## src/sv/tids_pkg.sv

```systemverilog
// Shared types and constants for the transparent item depth sorter.
// Used by tids_key, tids_cell and transparent_item_depth_sorter; no dependencies.
package tids_pkg;

   localparam int CAPACITY_DEF = 256;
   localparam int COORD_W      = 24;
   localparam int DIFF_W       = COORD_W + 1;
   localparam int SQ_W         = 2 * DIFF_W;
   localparam int KEY_W        = 52;
   localparam int TYPE_W       = 4;
   localparam int HANDLE_W     = 32;

   localparam logic [1:0] KIND_ADD   = 2'd0;
   localparam logic [1:0] KIND_POP   = 2'd1;
   localparam logic [1:0] KIND_CLEAR = 2'd2;

   localparam logic [1:0] REG_VIEW_X = 2'd0;
   localparam logic [1:0] REG_VIEW_Y = 2'd1;
   localparam logic [1:0] REG_VIEW_Z = 2'd2;

   localparam logic [TYPE_W-1:0] NULL_TYPE = 4'd9;

   typedef enum logic [1:0] {
      ST_IDLE,
      ST_MUL,
      ST_SUM,
      ST_INS
   } state_type;

   typedef struct packed {
      logic [KEY_W-1:0]    key;
      logic [TYPE_W-1:0]   item_type;
      logic [HANDLE_W-1:0] handle;
      logic [HANDLE_W-1:0] owner;
   } entry_type;

   typedef struct packed {
      logic ins;
      logic pop;
   } cell_ctl_type;

endpackage

```

## src/sv/tids_cell.sv

```systemverilog
// One slot of the sorted chain: holds an entry, compares against the new key,
// shifts toward the tail on insert and toward the head on pop. Depends on tids_pkg.
module tids_cell (
   input  logic                   clock,
   input  tids_pkg::cell_ctl_type ctl,
   input  tids_pkg::entry_type    new_item,
   input  tids_pkg::entry_type    left_item,
   input  tids_pkg::entry_type    right_item,
   input  logic                   occupied,
   input  logic                   left_after,
   output tids_pkg::entry_type    item,
   output logic                   after
);

   tids_pkg::entry_type item_ff;
   tids_pkg::entry_type item_in;

   assign after = occupied && (item_ff.key >= new_item.key);

   always_comb begin
      item_in = item_ff;
      if (ctl.pop) begin
         item_in = right_item;
      end else if (ctl.ins && !after) begin
         item_in = left_after ? new_item : left_item;
      end
   end

   always_ff @(posedge clock) begin
      item_ff <= item_in;
   end

   assign item = item_ff;

endmodule
```

## config.mk

```make
export PLATFORM = sky130hd
export DESIGN_NAME = tids_cell
export DESIGN_NICKNAME = d
export VERILOG_FILES = /design/src/sv/tids_pkg.sv /design/src/sv/tids_cell.sv
export SDC_FILE = /design/constraint.sdc
export NUM_CORES = 1
export LEC_CHECK = 0
export ABC_AREA = 1
export BUFFER_PORTS_ARGS = -buffer_cell sky130_fd_sc_hd__buf_4
export CAP_MARGIN = 20
export CORE_AREA = 2 2 191 193
export DETAILED_ROUTE_END_ITERATION = 10
export DIE_AREA = 0 0 193 195
export PLACE_DENSITY_LB_ADDON = 0.05
export SYNTH_ARGS = -nofsm -noshare
export SYNTH_HDL_FRONTEND = slang
export SYNTH_SLANG_ARGS = --single-unit
```

## constraint.sdc

```tcl
create_clock -name clock -period 5.7 [get_ports clock]
set_clock_uncertainty 0.05 [all_clocks]
set_input_delay 1.14 -clock clock [delete_from_list [all_inputs] [get_ports clock]]
set_output_delay 1.14 -clock clock [all_outputs]
set_load 0.02 [all_outputs]
```

Word level (Yosys, flattened, before mapping)
Index checks and enable logic that the tools add are counted.
Word-level totals
  register bits after elaboration: 120
  bits of input ports: 365
  logic and storage cells: 12
Cells by class
  magnitude comparators: 1
  muxes and demuxes: 3
  reduce and logical (&&, ||, !) cells: 4
Operators by type and width (count)
  $mux 120: 3
  $ge 52x52->1: 1
  $logic_and 1x1->1: 2
  $reduce_bool 2->1: 1
  $logic_not 1->1: 1

Logic depth before layout (Yosys ltp)
  word-level depth: 6
  gate-level depth with buffers: 15

Worst setup path after synthesis
OpenSTA, ideal clock, no wires.
  path type: input -> register
  from: input port new_item[111] in the netlist's numbering
  to: register item_ff (netlist bit item[0]), enable pin
  library setup time: 484 ps
  arrival: 4686 ps
  slack: 480 ps
  cell stages on the path: 15
  cells stage by stage: inv_1 > ha_1 > nand2_1 > inv_2 > nand2_2 > nor2_2 > nand2_2 > nor2_1 > nand2_1 > nand2_1 > nor2_1 > nand3_1 > nand2_1 > nand2_1 > nand2_1
On the way
  longest elaborated chain between the ends: 5
RTL lines
  start: declaration: line tids_cell.sv:6  | input tids_pkg::entry_type new_item,
  $ge 52x52->1: line tids_cell.sv:18  | assign after = occupied && (item_ff.key >= new_item.key);
  $logic_and 1x1->1: line tids_cell.sv:18
  $logic_not 1->1: line tids_cell.sv:24  | end else if (ctl.ins && !after) begin
  $logic_and 1x1->1: line tids_cell.sv:24
  $reduce_bool 2->1 (no line)
  end signal: assignment: line tids_cell.sv:30  | item_ff <= item_in;
  end: declaration: line tids_cell.sv:15  | tids_pkg::entry_type item_ff;
Every way passes these cells.
A chain may end at the register's enable or synchronous reset.

Worst setup path after layout
  from: input port new_item[119] in the netlist's numbering
  to: output port after
On the way
  longest elaborated chain between the ends: 2
RTL lines
  $ge 52x52->1: line tids_cell.sv:18
  $logic_and 1x1->1: line tids_cell.sv:18
  end: declaration: line tids_cell.sv:12  | output logic after
Every way passes these cells.

==> run_results.csv <==
group,metric,value,unit
final_layout,layoutNonFillerInstCount,1838,
detailed_routing,drt_iter0_drc,264,
floorplanning,core-area,0.0354,mm^2
timing,fin_ws,1.77,ns
pwr,seq_power_share,36.6,%
global_routing,grt_pass1_wl,48.4,mm
timing,fmax,0.254,GHz
detailed_routing,drt-total-wl,33.5,mm
timing,post-route-period-util,68.9,%
floorplanning,dieArea,0.0376,mm^2
detailed_routing,viasPerCell,4.29,
cts,cts_buffers,17,
pwr,internal_power,2150,uW
final_layout,area_growth,62.9,%
timing,whs,0.948,ns
placement,hpwl,25.8,mm
synth,seq_area_frac_synth,48.4,%
placement,dp_slack,1.61,ns
cts,cts.sinks,120,
synth,synth-async-reset-ratio,0,%
global_routing,grt.overflow.total,0,
final_layout,largest_reg_flops,120,
worst_setup_path,cp_top_family,"compound AO/OA/AOI/OAI gates",
synth,synth.ff_latch_count,120,
worst_setup_path,critPathLaunchType,"input pin",
min_path,min_path_type,"in2reg",
floorplanning,die_w,193,um
synth,synthCells,902,
synth,synth.avg_cell_area,8.26,um^2
synth,synth-edff-count,120,
detailed_routing,wl_per_cell,18.2,um
placement,place.gp.congestion,0.794,
floorplanning,start_util,21.0,%
final_layout,drive_above_1_share,39.9,%
pwr,vdd_drop_max,0.182,mV
pwr,switchingPower,921,uW
cts,post_cts_buffers,0,
detailed_routing,drc,0,
timing,period_needed,3.93,ns
worst_setup_path,crit_chain,"buf_4 -> inv_1 -> ha_1 -> a21oi_1 -> o21ai_0 -> a21oi_1 -> nand2_1 -> nor2_1 -> nand3_1 -> nand2_1 -> inv_1 -> buf_4",
timing,setup_viol,0,
synth,synth_area,0.00745,mm^2
run_status,status,"complete, no violations",
cts,clock_latency,0.42,ns
worst_setup_path,cp.arrival,2.74,ns
final_layout,fillers,3781,
cts,htree_levels,4,
cts,root_buffer,"clkbuf_16",
detailed_routing,first_pass_iters,4,
global_routing,antenna_found_initial,6,
worst_setup_path,cp_num_buf_inv,4,
detailed_routing,postRouteAntennaNets,0,
global_routing,grt_start_max_net_pins,118,
timing,hold_viol_final,0,
worst_setup_path,cp-end-kind,"primary output",
worst_setup_path,path_class,"in2out",
pwr,p_leak,0.00579,uW
synth,synth_ff_type,"edfxtp_1",
synth,yosysWarnings,0,
cts,path_clk_slew,0.06,ns
cts,cts-hold-fix-buffers,0,
global_routing,grt_pass1_vias,8017,
pwr,p_per_area,253,mW/mm^2
timing,rsz0062_at_grt,"false",
worst_setup_path,slowest_delay,0.29,ns
pwr,pwr-share-comb,26.3,%
timing,tightest_slew,0.894,ns
floorplanning,row_count,69,
cts,cts_resized,0,
worst_setup_path,crit_slowest_cell,"ha_1",
global_routing,grt_util_all_layers,17.4,%
placement,place_inst,1804,
placement,placed_area,0.0115,mm^2
synth,synthDistinctLibCells,22,
timing,slew_violations,0,
final_layout,nNetsFinal,1779,
timing,slew_headroom,40.4,%
pwr,swShare,30.0,%
synth,syn-num-nets,1319,
placement,port-buffer-count,485,
worst_setup_path,critPathMaxFanout,2,
floorplanning,die_h,195,um
timing,setup_tns,0,ns
pwr,p_clk_share,37.1,%
floorplanning,ios,486,
flow_run,maxCapViolations,0,
cts,cts_tree,"built",
detailed_routing,vias,7888,
cts,cts_max_path_buffers,2,
final_layout,design_area,0.0121,mm^2
worst_setup_path,crit_required,4.51,ns
[stage by stage]
step                util [%]  power (uW)
finish                  34.3        3080
global route            34.3        3240
CTS                     34.3        3140
detailed placement      32.6        1970
global placement        32.6        1970
floorplan                  -        1530
[cells in the mapped netlist (7+ instances only)]
cell type,n,area [um^2]
nand2_2,8,50.1
a21oi_1,167,836
o21ai_0,92,460
ha_1,52,651
inv_2,7,26.3
edfxtp_1,120,3600
o21ai_1,13,65.1
inv_1,72,270
nor2_1,79,297
buf_2,23,115
clkbuf_1,27,101
nand2_1,222,833
[metal layers]
layer	up-vias	GRT usage, %	routed length (um)	share of wire, %
li1	3976	-	-	-
met5	-	0	55	0.16
met2	287	31.1	17200	51
met4	8	5.08	559	1.7
met1	3585	18.9	12500	37
met3	32	6.87	3170	9.5
[cell type report]
| type | instances | area, um^2 | share of cell area, % |
|---|---|---|---|
| Sequential cell | 120 | 3600 | 29.7 |
| Antenna cell | 3 | 7.51 | 0.0619 |
| Timing Repair Buffer | 493 | 3720 | 30.7 |
| Tap cell | 461 | 577 | 4.75 |
| Inverter | 79 | 297 | 2.44 |
| Clock inverter | 14 | 174 | 1.43 |
| Clock buffer | 17 | 425 | 3.51 |
| Multi-Input combinational cell | 651 | 3330 | 27.4 |
[placed cells by master, fill, tap and decap left out, types with 8 or more instances in the layout]
cell type  instances
a21oi_1          167
buf_4            490
clkbuf_16         17
edfxtp_1         120
ha_1              52
inv_1             72
nand2_1          221
nand2_2            8
nor2_1            79
o21ai_0           92
o21ai_1           13
[worst paths after layout]
kind,startpoint,endpoint,slack [ns],depth (start not counted)
worst max-delay path,new_item[119],after,1.77,12
worst min-delay path,right_item[79],item[79]$_DFFE_PP_,0.95,3
worst max register to register,item[119]$_DFFE_PP_,item[19]$_DFFE_PP_,2.61,11
worst min register to register,item[99]$_DFFE_PP_,item[75]$_DFFE_PP_,1.65,10
[power groups by stage]
stage | sequential (uW) | combinational [uW] | clock [uW]
3_5_place_dp | 1150 | 826 | 0
6_report | 1130 | 810 | 1140
3_3_place_gp | 1140 | 830 | 0
5_1_grt | 1140 | 898 | 1210
2_1_floorplan | 1260 | 266 | 0
4_1_cts | 1130 | 829 | 1180
[worst register-to-register path, cell delays in order, from the launching register on]
cell and delay, ns:
edfxtp_1 0.39, ha_1 0.30, a21oi_1 0.18, o21ai_0 0.12, a21oi_1 0.24, nand2_1 0.09, nor2_1 0.08, nand3_1 0.13
nand2_1 0.13, nand2_1 0.10, nand2_4 0.41, buf_4 0.49
[cells by family (layout without fill, tap and decap cells)]
kind of cell             Yosys count  in the layout  share of synthesized area, %
AND/OR/NAND/NOR                  323            323                          17.1
AO/OA/AOI/OAI                    276            276                          18.7
buffers and inverters            131            603                          7.04
flip-flops                       120            120                          48.4
adder cells (fa/ha/maj)           52             52                          8.74
other                              0              3                             0
No activity file was read; power rests on OpenSTA's default activity.
