[src/sv/tids_pkg.sv]
// Shared types and constants for the transparent item depth sorter.
// Used by tids_key, tids_cell and transparent_item_depth_sorter; no dependencies.
package tids_pkg;

   localparam int CAPACITY_DEF = 256;
   localparam int COORD_W      = 24;
   localparam int DIFF_W       = COORD_W + 1;
   localparam int SQ_W         = 2 * DIFF_W;
   localparam int KEY_W        = 52;
   localparam int TYPE_W       = 4;
   localparam int HANDLE_W     = 32;

   localparam logic [1:0] KIND_ADD   = 2'd0;
   localparam logic [1:0] KIND_POP   = 2'd1;
   localparam logic [1:0] KIND_CLEAR = 2'd2;

   localparam logic [1:0] REG_VIEW_X = 2'd0;
   localparam logic [1:0] REG_VIEW_Y = 2'd1;
   localparam logic [1:0] REG_VIEW_Z = 2'd2;

   localparam logic [TYPE_W-1:0] NULL_TYPE = 4'd9;

   typedef enum logic [1:0] {
      ST_IDLE,
      ST_MUL,
      ST_SUM,
      ST_INS
   } state_type;

   typedef struct packed {
      logic [KEY_W-1:0]    key;
      logic [TYPE_W-1:0]   item_type;
      logic [HANDLE_W-1:0] handle;
      logic [HANDLE_W-1:0] owner;
   } entry_type;

   typedef struct packed {
      logic ins;
      logic pop;
   } cell_ctl_type;

endpackage

[src/sv/tids_key.sv]
// Squared-distance key pipeline: abs difference, square, sum (three register stages).
// Depends on tids_pkg.
module tids_key (
   input  logic                                clock,
   input  logic                                load,
   input  logic signed [tids_pkg::COORD_W-1:0] view_x,
   input  logic signed [tids_pkg::COORD_W-1:0] view_y,
   input  logic signed [tids_pkg::COORD_W-1:0] view_z,
   input  logic signed [tids_pkg::COORD_W-1:0] pos_x,
   input  logic signed [tids_pkg::COORD_W-1:0] pos_y,
   input  logic signed [tids_pkg::COORD_W-1:0] pos_z,
   output logic [tids_pkg::KEY_W-1:0]           key
);

   logic signed [tids_pkg::DIFF_W-1:0] dx, dy, dz;
   logic [tids_pkg::DIFF_W-1:0] ax_ff, ay_ff, az_ff;
   logic [tids_pkg::DIFF_W-1:0] ax_in, ay_in, az_in;
   logic [tids_pkg::SQ_W-1:0]   sx_ff, sy_ff, sz_ff;
   logic [tids_pkg::KEY_W-1:0]  sum_ff;

   assign dx = tids_pkg::DIFF_W'(pos_x) - tids_pkg::DIFF_W'(view_x);
   assign dy = tids_pkg::DIFF_W'(pos_y) - tids_pkg::DIFF_W'(view_y);
   assign dz = tids_pkg::DIFF_W'(pos_z) - tids_pkg::DIFF_W'(view_z);

   assign ax_in = dx[tids_pkg::DIFF_W-1] ? tids_pkg::DIFF_W'(-dx) : tids_pkg::DIFF_W'(dx);
   assign ay_in = dy[tids_pkg::DIFF_W-1] ? tids_pkg::DIFF_W'(-dy) : tids_pkg::DIFF_W'(dy);
   assign az_in = dz[tids_pkg::DIFF_W-1] ? tids_pkg::DIFF_W'(-dz) : tids_pkg::DIFF_W'(dz);

   always_ff @(posedge clock) begin
      if (load) begin
         ax_ff <= ax_in;
         ay_ff <= ay_in;
         az_ff <= az_in;
      end
      sx_ff  <= ax_ff * ax_ff;
      sy_ff  <= ay_ff * ay_ff;
      sz_ff  <= az_ff * az_ff;
      sum_ff <= tids_pkg::KEY_W'(sx_ff) + tids_pkg::KEY_W'(sy_ff) + tids_pkg::KEY_W'(sz_ff);
   end

   assign key = sum_ff;

endmodule

[config.mk]
export PLATFORM = sky130hd
export DESIGN_NAME = tids_key
export DESIGN_NICKNAME = d
export VERILOG_FILES = /design/src/sv/tids_pkg.sv /design/src/sv/tids_key.sv
export SDC_FILE = /design/constraint.sdc
export NUM_CORES = 2
export LEC_CHECK = 0
export BUFFER_PORTS_ARGS = -buffer_cell sky130_fd_sc_hd__buf_2
export CORE_MARGIN = 3
export CORE_UTILIZATION = 55
export CTS_BUF_LIST = sky130_fd_sc_hd__clkbuf_4
export DETAILED_ROUTE_END_ITERATION = 10
export GPL_TIMING_DRIVEN = 0
export PLACE_DENSITY = 0.74
export SYNTH_ARGS = -nofsm -noshare
export SYNTH_HDL_FRONTEND = slang
export SYNTH_SLANG_ARGS = --single-unit
[constraint.sdc]
create_clock -name clock -period 13.54 [get_ports clock]
set_input_delay 1.354 -clock clock [delete_from_list [all_inputs] [get_ports clock]]
set_output_delay 1.354 -clock clock [all_outputs]
set_load 0.02 [all_outputs]
# Word level (Yosys, flattened, before mapping)
# Index checks and enable logic that the tools add are counted.
# totals
reg_bits	277
input_bits	146
# op_classes
add_sub_neg	8
mul	3
muxes	3
# op_table
op	count
25-bit by 25-bit multiplier with 50-bit output	3
25-bit negation	3
24-bit by 24-bit subtractor with 25-bit output	3
24-bit two-way mux	3
51-bit by 50-bit adder with 52-bit output	1
50-bit by 50-bit adder with 51-bit output	1

# Logic depth before layout (Yosys ltp)
# logic_depth
word_depth	3
mapped_depth	30
mapped_depth_nobuf	28

# Least setup slack after synthesis
# Ideal clock, no wire load.
# synth_path
path_type	register to register
start	reg ay_ff[2] (netlist name)
end	reg sy_ff[43] (netlist name)
setup_time_ns	0.127
arrival_ns	7.263
required_time_ns	13.413
path_slack_ns	6.151
path_stages_with_launch	28
n_path_buf	2
period_less_slack_ns	7.389
cell_sequence	edfxtp_1 -> clkbuf_1 -> buf_1 -> nand2_1 -> fa_1 -> inv_1 -> fa_1 -> inv_1 -> fa_1 -> fa_1 -> inv_1 -> fa_1 -> fa_1 -> inv_1 -> fa_1 -> inv_1 -> ha_1 -> a21o_1 -> a21o_1 -> a2111oi_0 -> o31ai_1 -> nand2_1 -> o211a_1 -> o31ai_1 -> a221o_1 -> a21oi_1 -> o21ai_0 -> xor2_1
# synth_via
elab_chain_cells	1
# synth_lines
element	line_no	source
start, declared	tids_key.sv:16	logic [tids_pkg::DIFF_W-1:0] ax_ff, ay_ff, az_ff;
start signal, assigned	tids_key.sv:32	ay_ff <= ay_in;
25-bit by 25-bit multiplier with 50-bit output	tids_key.sv:36	sy_ff <= ay_ff * ay_ff;
end signal, assigned	tids_key.sv:36	
end, declared	tids_key.sv:18	logic [tids_pkg::SQ_W-1:0] sx_ff, sy_ff, sz_ff;
# No other way between the ends.
# A chain may end at the register's enable or synchronous reset.

# Worst setup path after layout
# layout_path
start	reg ay_ff[3] (netlist name)
end	reg sy_ff[48] (netlist name)
# The elaborated chain is that of the path after synthesis.

==> summary.md <==
| Metric | Value |
|---|---|
| Status | `complete, no violations` |
| Setup TNS | `0 ns` |
| GRT Residual Overflow | `0` |
| Final Hold Vio Count | `0` |
| Worst-path clk slew | `~0.070 ns` |
| Post-DRT Antenna Nets | `0` |
| Post-synth EDFFs | `75` |
| Fmax | `slightly above 90 MHz` |
| Synth area leaders | `fa_1, ha_1, inv_1, dfxtp_1, and2_1` |
| Post-synthesis sequential area ratio | `0.0911` |
| Register bit count reported by yosys | `274` |
| Placer Congestion | `just over 1` |
| Max cap viols | `0` |
| Post-CTS sizing | `0` |
| Startpoint types | `register` |
| Top-area cell type share of the netlist area | `0.425` |
| FILL cells | `roughly 11000` |
| Synth cell types | `93` |
| CP Capture Type | `register` |
| CP Buf/Inv Count | `9` |
| Delay-heaviest family, CP | `adder cells` |
| Final setup vio count | `0` |
| CP required | `14.26 ns` |
| Crit path time final | `about 11 ns` |
| Die H | `approximately 360 µm` |
| Post CTS Setup Buffer Count | `0` |
| CTS tree | `done` |
| Number of global-route vias before repair | `approximately 54000` |
| Core area | `between 100000 and 150000 µm²` |
| Hold Crit Class | `register to register` |
| Fraction of layout cells with a size suffix above 1 | `0.0473` |
| Area leader, netlist | `fa_1` |
| Top cells by count, synth | `inv_1, fa_1, ha_1` |
| Worst-margin pin slew | `around 1.4 ns` |
| Worst Setup Path Type | `register to register` |
| Post-Syn Area | `~68000 µm²` |
| Root Buffer | `clkbuf_4` |
| Synth Area per Inst | `between 9 and 10 µm²` |
| Critical path depth | `26` |
| Critical path's largest stage delay | `1.18 ns` |
| Count of final max-slew check failures | `0` |
| Final WL | `182 mm` |
| IO Count | `about 200` |
| Largest net degree at the start of global routing | `51` |
| Multi-input gate area | `~54000 µm²` |
| Area occupied by registers | `between 6000 and 7000 µm²` |
| Vias per cell | `5.43` |
| RSZ-0062 raised after global routing | `false` |
| Primary FF master, synth | `dfxtp_1` |
| CP max-delay cell | `a2111oi_0` |
| Crit. Startpoint | `ay_ff[3]` |
| R2R cell count | `26` |
| FP Rows | `128` |
| Layout area overhead | `5.90%` |
| Post-DP HPWL | `155 mm` |
| Slew headroom | `0.0439` |
| Hold Crit Depth | `3` |
| Htree depth | `3` |
| Worst Skew | `roughly 0.1 ns` |
| Initial antenna violation count | `12` |
| Clk_lat worst skew | `0.97 ns` |
| Final period util | `0.799` |
| Initial Utilization | `0.558` |
| CTS Hold Bufs | `0` |
| Share of async-settable or async-resettable flops after synthesis | `0` |
| Num CTS Buffers | `just under 80` |
| Drt wl/cell | `just under 20 µm` |
| Detailed-route via count | `around 51000` |
| Most frequent cell after synthesis | `inv_1` |
| Die Span X | `359 µm` |
| YS warnings | `0` |
| GRT Total Usage | `0.293` |
| Nets@finish | `~10000` |
| Clock buffer depth | `3` |
| Worst R2R Setup Slack | `2.72 ns` |
| 1st-iter DRT viols | `~4100` |
| Worst r2r src | `ay_ff[3]` |
| Initial DRT Pass Iterations | `6` |
| RR Endpoint | `sy_ff[48]` |
| First-pass GRT wire length | `slightly below 300 mm` |
| Die ar. | `roughly 130000 µm²` |
| Max FO, Critical Path | `10` |
| Port-buffer cells | `197` |
| Post-route DRC | `0` |
| Clock tree sinks | `roughly 270` |
| Critical path endpoint | `sy_ff[48]` |
| Synth Instances | `between 7000 and 8000` |
| Crit path DAT | `around 12 ns` |
cell type report:
type	instances	share of cell area
Clock inverter	24	0.00197
Multi-Input combinational cell	4854	0.739
Tap cell	1625	0.0281
Sequential cell	274	0.0861
Clock buffer	107	0.0111
Buffer	193	0.0102
Antenna cell	9	0.000311
Timing Repair Buffer	199	0.0142
Inverter	2107	0.109
worst reg2reg max path: stages (launching register included):
cell	delay (ns)
edfxtp_1	0.58
clkbuf_1	0.59
clkbuf_1	0.63
nand2_1	0.24
fa_1	0.59
inv_1	0.06
fa_1	0.53
inv_1	0.06
fa_1	0.53
inv_1	0.06
fa_1	0.50
inv_1	0.06
fa_1	0.52
inv_1	0.05
fa_1	0.47
inv_1	0.05
fa_1	0.53
inv_1	0.06
ha_1	0.39
nand2_1	0.10
a2111oi_0	1.18
o2111ai_1	0.31
a21boi_0	0.41
o2111ai_1	0.27
a2111oi_0	1.05
a221oi_1	0.21
xnor2_1	0.59
cells by family (layout without fill, tap and decap cells):
family,Yosys count,after routing,synth area share
other cells,1,12,0.0000548
fa+ha+maj,2138,2138,0.550
xor+xnor,337,337,0.0432
flops,274,274,0.0911
mux,12,12,0.00187
compound gates,791,791,0.0755
simple gates,1573,1573,0.112
buf+inv,2300,2630,0.126
sequential cells by signal, summed over array words and instances, names as in the netlist:
signal	flops
key	52
az_ff	25
ay_ff	25
sx_ff	49
sy_ff	49
ax_ff	25
sz_ff	49
placed cells by master (no fill, tap or decap), drive strengths merged, types with 10 or more instances in the layout:
master,count
nor2,268
nand2,613
edfxtp,75
o2111ai,11
o211ai,17
o21bai,32
and4,10
xnor2,222
a31oi,33
and2,368
nand2b,31
dfxtp,199
a211oi,20
fa,1452
clkbuf,293
nor4,13
nand4,39
clkinv,23
o21a,40
nand3,51
xor2,115
o31ai,20
buf,205
a21o,136
and3,37
a21oi,253
nor3,41
ha,686
o21ai,140
or3,10
nor2b,53
inv,2105
or2,14
worst min path at each step:
stage / endpoint / slack (ns) / start
detailed placement: key[0] / 0.58 / sz_ff[0]
floorplan: sz_ff[0] / 0.47 / az_ff[0]
finish: key[0] / 0.58 / sy_ff[0]
global route: key[0] / 0.64 / sz_ff[0]
CTS: key[0] / 0.59 / sy_ff[0]
global placement: key[0] / 0.56 / sz_ff[0]
through the flow:
| step | cells | cell area [µm²] | worst slack (ns) | utilization | hold slack (ns) |
|---|---|---|---|---|---|
| 2_1_floorplan | 7428 | 68400 | 6.15 | - | 0.471 |
| 3_3_place_gp | 9250 | 71500 | 3.21 | 0.582 | 0.565 |
| 3_5_place_dp | 9251 | 71500 | 3.08 | 0.583 | 0.576 |
| 4_1_cts | 9382 | 72400 | 3.05 | 0.590 | 0.589 |
| 5_1_grt | 9389 | 72500 | 2.66 | 0.591 | 0.644 |
| 6_report | 9392 | 72500 | 2.72 | 0.591 | 0.584 |
metal layers:
layer / vias up / wire, µm / global-route usage
li1: 22871 / - / -
met4: 2 / 8450 / 0.116
met1: 25445 / 72900 / 0.397
met2: 2255 / 81800 / 0.455
met5: - / 12 / 0
met3: 443 / 19200 / 0.0718
Power is left out: the tool's default activity adds up to more than one toggle a clock period on the data nets, which glitch-free logic cannot reach.
